--- src/rtl/core/hpm_pkg.sv ---
`timescale 1ns / 1ps

package hpm_pkg;

	// coordinate and coefficient word
	localparam int COORD_W = 32;
	// weighted sum, two products plus offset, two's complement
	localparam int ZW = 66;
	// magnitude of a weighted sum
	localparam int MAG_W = 64;
	// doubled denominator magnitude
	localparam int DEN_W = 65;
	// partial remainder held between division cells
	localparam int REM_W = 65;
	// quotient bits produced by the cell chain (one per cell)
	localparam int QBITS = 33;

	localparam int CFG_IDX_W = 3;
	localparam int CFG_DATA_W = 64;

	localparam logic [CFG_DATA_W-1:0] ROW0_RST = 64'h0001_0000_0000_0000;
	localparam logic [CFG_DATA_W-1:0] ROW1_RST = 64'h0000_0000_0001_0000;
	localparam logic [CFG_DATA_W-1:0] ROW2_RST = 64'h0;
	localparam logic [CFG_DATA_W-1:0] TRANS_RST = 64'h0;
	localparam logic [COORD_W-1:0] OFFSET_RST = 32'h0001_0000;

	localparam logic [COORD_W-1:0] SAT_POS = 32'h7FFF_FFFF;
	localparam logic [COORD_W-1:0] SAT_NEG = 32'h8000_0000;

	typedef enum logic [CFG_IDX_W-1:0] {
		REG_ROW0,
		REG_ROW1,
		REG_ROW2,
		REG_TRANS,
		REG_OFFSET
	} cfg_reg_t;

	typedef struct packed {
		logic signed [COORD_W-1:0] src_x;
		logic signed [COORD_W-1:0] src_y;
	} src_item_t;

	typedef struct packed {
		logic signed [COORD_W-1:0] dst_x;
		logic signed [COORD_W-1:0] dst_y;
		logic invalid;
	} dst_item_t;

	typedef struct packed {
		logic signed [COORD_W-1:0] m0;
		logic signed [COORD_W-1:0] m1;
		logic signed [COORD_W-1:0] m2;
		logic signed [COORD_W-1:0] m3;
		logic signed [COORD_W-1:0] m4;
		logic signed [COORD_W-1:0] m5;
		logic signed [COORD_W-1:0] m6;
		logic signed [COORD_W-1:0] m7;
		logic signed [COORD_W-1:0] m8;
	} coef_t;

	// one request in flight through the divider chain, both lanes
	// qn: remaining dividend bits shift out at the top, quotient bits in at the bottom
	typedef struct packed {
		logic [DEN_W-1:0] den;
		logic [REM_W-1:0] rem0;
		logic [REM_W-1:0] rem1;
		logic [QBITS-1:0] qn0;
		logic [QBITS-1:0] qn1;
		logic ovf0;
		logic ovf1;
		logic neg0;
		logic neg1;
		logic nneg0;
		logic nneg1;
		logic nz0;
		logic nz1;
		logic zden;
	} div_work_t;

endpackage

--- src/rtl/core/hpm_div_cell.sv ---
`timescale 1ns / 1ps

// one restoring division step for both lanes
module hpm_div_cell (
	input logic clk,
	input logic arst_n,
	input logic en,
	input logic in_valid,
	input hpm_pkg::div_work_t in_work,
	output logic out_valid,
	output hpm_pkg::div_work_t out_work
);

	typedef struct packed {
		logic [hpm_pkg::REM_W-1:0] rem;
		logic [hpm_pkg::QBITS-1:0] qn;
	} step_t;

	hpm_pkg::div_work_t work_q;
	hpm_pkg::div_work_t nxt_c;
	step_t lane0_c, lane1_c;
	logic valid_q;

	function automatic step_t div_step(
		input logic [hpm_pkg::REM_W-1:0] rem,
		input logic [hpm_pkg::QBITS-1:0] qn,
		input logic [hpm_pkg::DEN_W-1:0] den
	);
		logic [hpm_pkg::REM_W:0] trial;
		logic [hpm_pkg::REM_W+1:0] diff;
		logic ge;
		step_t r;
		trial = {rem, qn[hpm_pkg::QBITS-1]};
		diff = {1'b0, trial} - {2'b00, den};
		ge = ~diff[hpm_pkg::REM_W+1];
		r.rem = ge ? diff[hpm_pkg::REM_W-1:0] : trial[hpm_pkg::REM_W-1:0];
		r.qn = {qn[hpm_pkg::QBITS-2:0], ge};
		return r;
	endfunction

	always_comb begin
		lane0_c = div_step(in_work.rem0, in_work.qn0, in_work.den);
		lane1_c = div_step(in_work.rem1, in_work.qn1, in_work.den);
		nxt_c = in_work;
		nxt_c.rem0 = lane0_c.rem;
		nxt_c.qn0 = lane0_c.qn;
		nxt_c.rem1 = lane1_c.rem;
		nxt_c.qn1 = lane1_c.qn;
	end

	always_ff @(posedge clk or negedge arst_n) begin
		if (!arst_n) begin
			valid_q <= 1'b0;
		end else if (en) begin
			valid_q <= in_valid;
		end
	end

	always_ff @(posedge clk) begin
		if (en) begin
			work_q <= nxt_c;
		end
	end

	assign out_valid = valid_q;
	assign out_work = work_q;

endmodule

--- config.mk ---
export PLATFORM = sky130hd
export DESIGN_NAME = hpm_div_cell
export DESIGN_NICKNAME = d
export VERILOG_FILES = /design/src/rtl/core/hpm_pkg.sv /design/src/rtl/core/hpm_div_cell.sv
export SDC_FILE = /design/constraint.sdc
export NUM_CORES = 1
export LEC_CHECK = 0
export BUFFER_PORTS_ARGS = -buffer_cell sky130_fd_sc_hd__buf_2
export CAP_MARGIN = 10
export CORE_AREA = 3 3 208 210
export DETAILED_ROUTE_END_ITERATION = 7
export DIE_AREA = 0 0 211 213
export HOLD_SLACK_MARGIN = 0.06
export PLACE_DENSITY = 0.82
export SYNTH_ARGS = -nofsm -noshare
export SYNTH_HDL_FRONTEND = slang
export SYNTH_SLANG_ARGS = --single-unit
export TNS_END_PERCENT = 50
--- constraint.sdc ---
create_clock -name clk -period 0.8 [get_ports clk]
set_clock_uncertainty 0.15 [all_clocks]
set_input_delay 0.24 -clock clk [delete_from_list [all_inputs] [get_ports clk]]
set_output_delay 0.24 -clock clk [all_outputs]
set_load 0.05 [all_outputs]
; ---- Word level (Yosys, flattened, before mapping)
; Cells that the tools add are included.
; W data, S select, Z words.
[totals]
ff_bits = 271
latch_bits = 0
mem_bits_rw = 0
romBits = 0
inputBits = 274
out_inout_bits = 271
elab_cells = 21
memories = 0
[classes]
n_addsub = 2
mul = 0
div_mod_pow = 0
n_lt_le_gt_ge = 0
n_eq_ne = 0
shift = 0
mux = 2
bitwise_logic = 2
reduce_logical = 0
[ops]
columns = cell, count
row1 = $sub A66 B65 Y67, 2
row2 = $mux W65, 2
row3 = $not A1 Y1, 2

; ---- Logic depth before layout (Yosys ltp)
[depth]
ltp_word = 2
ltp_mapped = 16
ltp_nobuf = 14

; ---- Least setup slack after synthesis
; OpenSTA, ideal clock, no wires.
[synth_path]
path_kind = in2reg
from = in in_work[74] (netlist name)
to = reg work_q, in the netlist out_work[197], data pin
setup_time_ns = 0.262
t_arrival_ns = 2.996
required_ns = 0.388
setup_slack_ns = -2.608
path_stages = 16
path_buffers = 2
path_cell_list = inv_1 -> ha_1 -> inv_1 -> fa_1 -> a21o_1 -> a221oi_2 -> o21bai_1 -> a21oi_1 -> nor3_1 -> o21ai_1 -> nand2_1 -> a21oi_2 -> o21ai_1 -> buf_6 -> buf_6 -> mux2_1
[synth_lines]
columns = item, line_no
row1 = from (decl), hpm_div_cell.sv:9  ; input hpm_pkg::div_work_t in_work,
row2 = to (signal assigned), hpm_div_cell.sv:61  ; work_q <= nxt_c;
row3 = to (decl), hpm_div_cell.sv:19  ; hpm_pkg::div_work_t work_q;

==> impl_metrics.ini <==
[timing]
worst_pin_slew_ps = 495
max_freq_ghz = 0.333
slew_headroom = 0.667
setup_viol = 409
setup_ws_ps = -2210
fin_crit_sh = 3.76
hold_violations = 155
period_needed_ps = 3010
drv_slew = 0
fin_hold_ws_ps = -261
grt_setup_unrepaired = yes

[detailed_routing]
ant_nets = 0
drt_wl_total_mm = 85.9
dr_total_vias = 20458
first_pass_iters = 6
wl_per_cell_microns = 23.9
viasPerCell = 5.70
drc = 0
drtIter0Drc = 1778

[final_layout]
multi_input_area_sq_um = 10700
finalNetCount = 3421
final_cell_mix = buf_4, buf_2, edfxtp_1
register_area_sq_um = 8130
layout-drive-gt1-share = 0.539
layout_commonest_cell = buf_4
syn2layout_area_growth_pct = 85.9
n_fill_cell = 2476
stdcell_count = 3591

[die]
chipHeight_microns = 213
io_pins = 545
rows = 75
fp.dieW_microns = 211
dieArea_sq_um = 44900
design.core.area_sq_um = 41800
initial_utilization = 0.423

[placement]
dp.cells = 3333
place_congestion = 1.02
dp.final_hpwl_mm = 59.4
port_buffers = 544

[logic_synthesis]
synth_top_area_share = 0.459
syn_area_per_cell_sq_um = 10.4
ys_seq_area_frac = 0.461
synth_ff_type = edfxtp_1
synth_seq_cells = 271
synthArstFlopShare = 0.00369
yosysUniqueCellTypes = 72
postSynthCellCount = 1705
yosysTopAreaCell = edfxtp_1
synth_edf_count = 270
syn-num-nets = 2111
yosys-top-cells-area = edfxtp_1, ha_1, a21oi_1
syn_area_sq_um = 17700
ys_warn_count = 0

[worst_setup_path]
reg2regPathDepth = 1
cp_max_fo = 8
cp.arrival_ps = 3260
crit_start = in_work[208]
worstReg2RegEnd = out_valid
cp-start-kind = primary input
timing.reg2reg.setup_slack_ps = -160
max_stage_delay_ps = 480
crit_required_ps = 1060
cp_cell_sequence = buf_2 > inv_1 > ha_1 > nand2_1 > o211ai_1 > a31oi_2 > a2111oi_4 > o21ai_2 > a21oi_2 > o21ai_2 > o31ai_4 > buf_6 > buf_16 > buf_12 > nor2_4 > a21oi_2
worstSetupPathType = in -> reg
reg2reg_from = out_valid
slowest_stage = a2111oi_4
endpoint_kind = flop

[worst_hold_path]
min_from = in_work[205]
hold_path_end = out_work[205]
min_path_type = in -> reg
worstHoldPathCells = 1

[pwr]
ir_worst_vdd_mv = 1.65
power.density_nw_per_um2 = 1890
cellLeakagePower_nw = 14.7
power_mw = 61.9

[global_routing]
antenna_found_initial = 14
track_usage = 0.338
grt_pass1_wl_mm = 117
grt_pass1_vias = 20347
grt_max_degree = 23
grt.overflow.total = 0

[run_status]
violations = negative hold slack, negative setup slack
status = complete, but fails checks

[clock_tree]
clockBufferDepth = 3
htreeDepth = 1
numCtsBuffers = 31
clock_latency_ps = 570
ctsHoldBuffers = 126
clock-sinks = 271
cts_tree = yes
root_buffer = clkbuf_16
clk_pin_slew_ps = 70

[flow_run]
cap_violations = 0
metal layers:
layer / vias up / wire, microns / part of all wire / track usage
li1: 9011 / - / - / -
met1: 9778 / 33400 / 0.39 / 0.438
met2: 1280 / 40000 / 0.47 / 0.552
met3: 385 / 6930 / 0.081 / 0.0555
met4: 4 / 5590 / 0.065 / 0.171
met5: - / 18 / 0.00021 / 0
flip-flops by register name (all words and copies together) (netlist names):
signal     flops
out_valid      1
out_work     270
per-stage QoR:
stage	setup TNS, ps	area [sq um]	setup WS, ps	utilization
6_report	-481610	32800	-2210	0.786
5_1_grt	-501760	32800	-2350	0.786
4_1_cts	-472640	31600	-2060	0.757
3_5_place_dp	-521730	27300	-3010	0.654
3_3_place_gp	-512400	27300	-2950	0.654
2_1_floorplan	-363810	18300	-2450	-
power by group:
group / switching, mW / internal, mW / total (mW)
Sequential: 1.18 / 17.8 / 19.0
Clock: 6.29 / 7.76 / 14.0
Combinational: 15.7 / 13.2 / 28.9
worst max-delay path, delay by kind of cell:
| kind | cells | cell delay (ps) |
|---|---|---|
| compound gates | 8 | 1830 |
| fa+ha+maj | 1 | 370 |
| buf+inv | 5 | 680 |
| simple gates | 2 | 150 |
area by class of cell:
class | instances | share of cell area
clock inverters | 20 | 0.00473
multi-input cells | 1263 | 0.328
inverters | 102 | 0.0130
flip-flops and latches | 271 | 0.248
clock buffers | 38 | 0.0254
well taps | 539 | 0.0206
repair buffers | 1346 | 0.360
diodes | 12 | 0.000915
synth_stat cells (3+ instances only):
cell,number
a2111oi_0,3
nand2_1,120
a21o_1,67
nor3_1,26
a221oi_1,7
or4b_1,3
buf_2,17
edfxtp_1,270
and3_1,8
mux2_1,57
and2_1,8
nor4_1,8
nand4_1,46
o21a_1,10
clkbuf_1,45
nand3_1,23
a21oi_1,206
o21ai_1,16
xor2_1,49
o211ai_1,7
buf_6,6
nor2b_1,11
nand2b_1,11
o2111ai_1,3
or2_2,3
nand3b_1,4
mux2_2,19
o21bai_1,33
or3_1,4
inv_1,102
nor2_1,135
ha_1,130
a31oi_1,15
a211oi_1,13
a211o_1,5
o21ai_0,80
and4_1,6
a41oi_1,5
xnor2_1,71
mux2i_1,4
o31ai_1,6
worst max-delay path by stage:
stage                     to  slack (ps)
2_1_floorplan  out_work[194]       -2450
3_3_place_gp   out_work[156]       -2950
3_5_place_dp   out_work[194]       -3010
4_1_cts        out_work[139]       -2060
5_1_grt         out_work[85]       -2350
6_report        out_work[85]       -2210
logic make-up after synthesis:
| logic type | Yosys count | share of synthesized area |
|---|---|---|
| adders and majority gates | 132 | 0.0944 |
| buffers and inverters | 171 | 0.0403 |
| and+or+nand+nor | 419 | 0.111 |
| xor gates and xnor gates | 120 | 0.0595 |
| muxes | 80 | 0.0508 |
| AOI/OAI and AO/OA | 512 | 0.183 |
| DFF | 271 | 0.461 |
repair_timing:
action                     4_1_cts  5_1_grt
hold endpoints to repair       316      181
gates resized for setup        365      317
pin swaps                       73       45
setup buffers                   31       20
setup endpoints to repair      404      408
gates cloned                    12        7
Power figures use the tool's default switching activity.
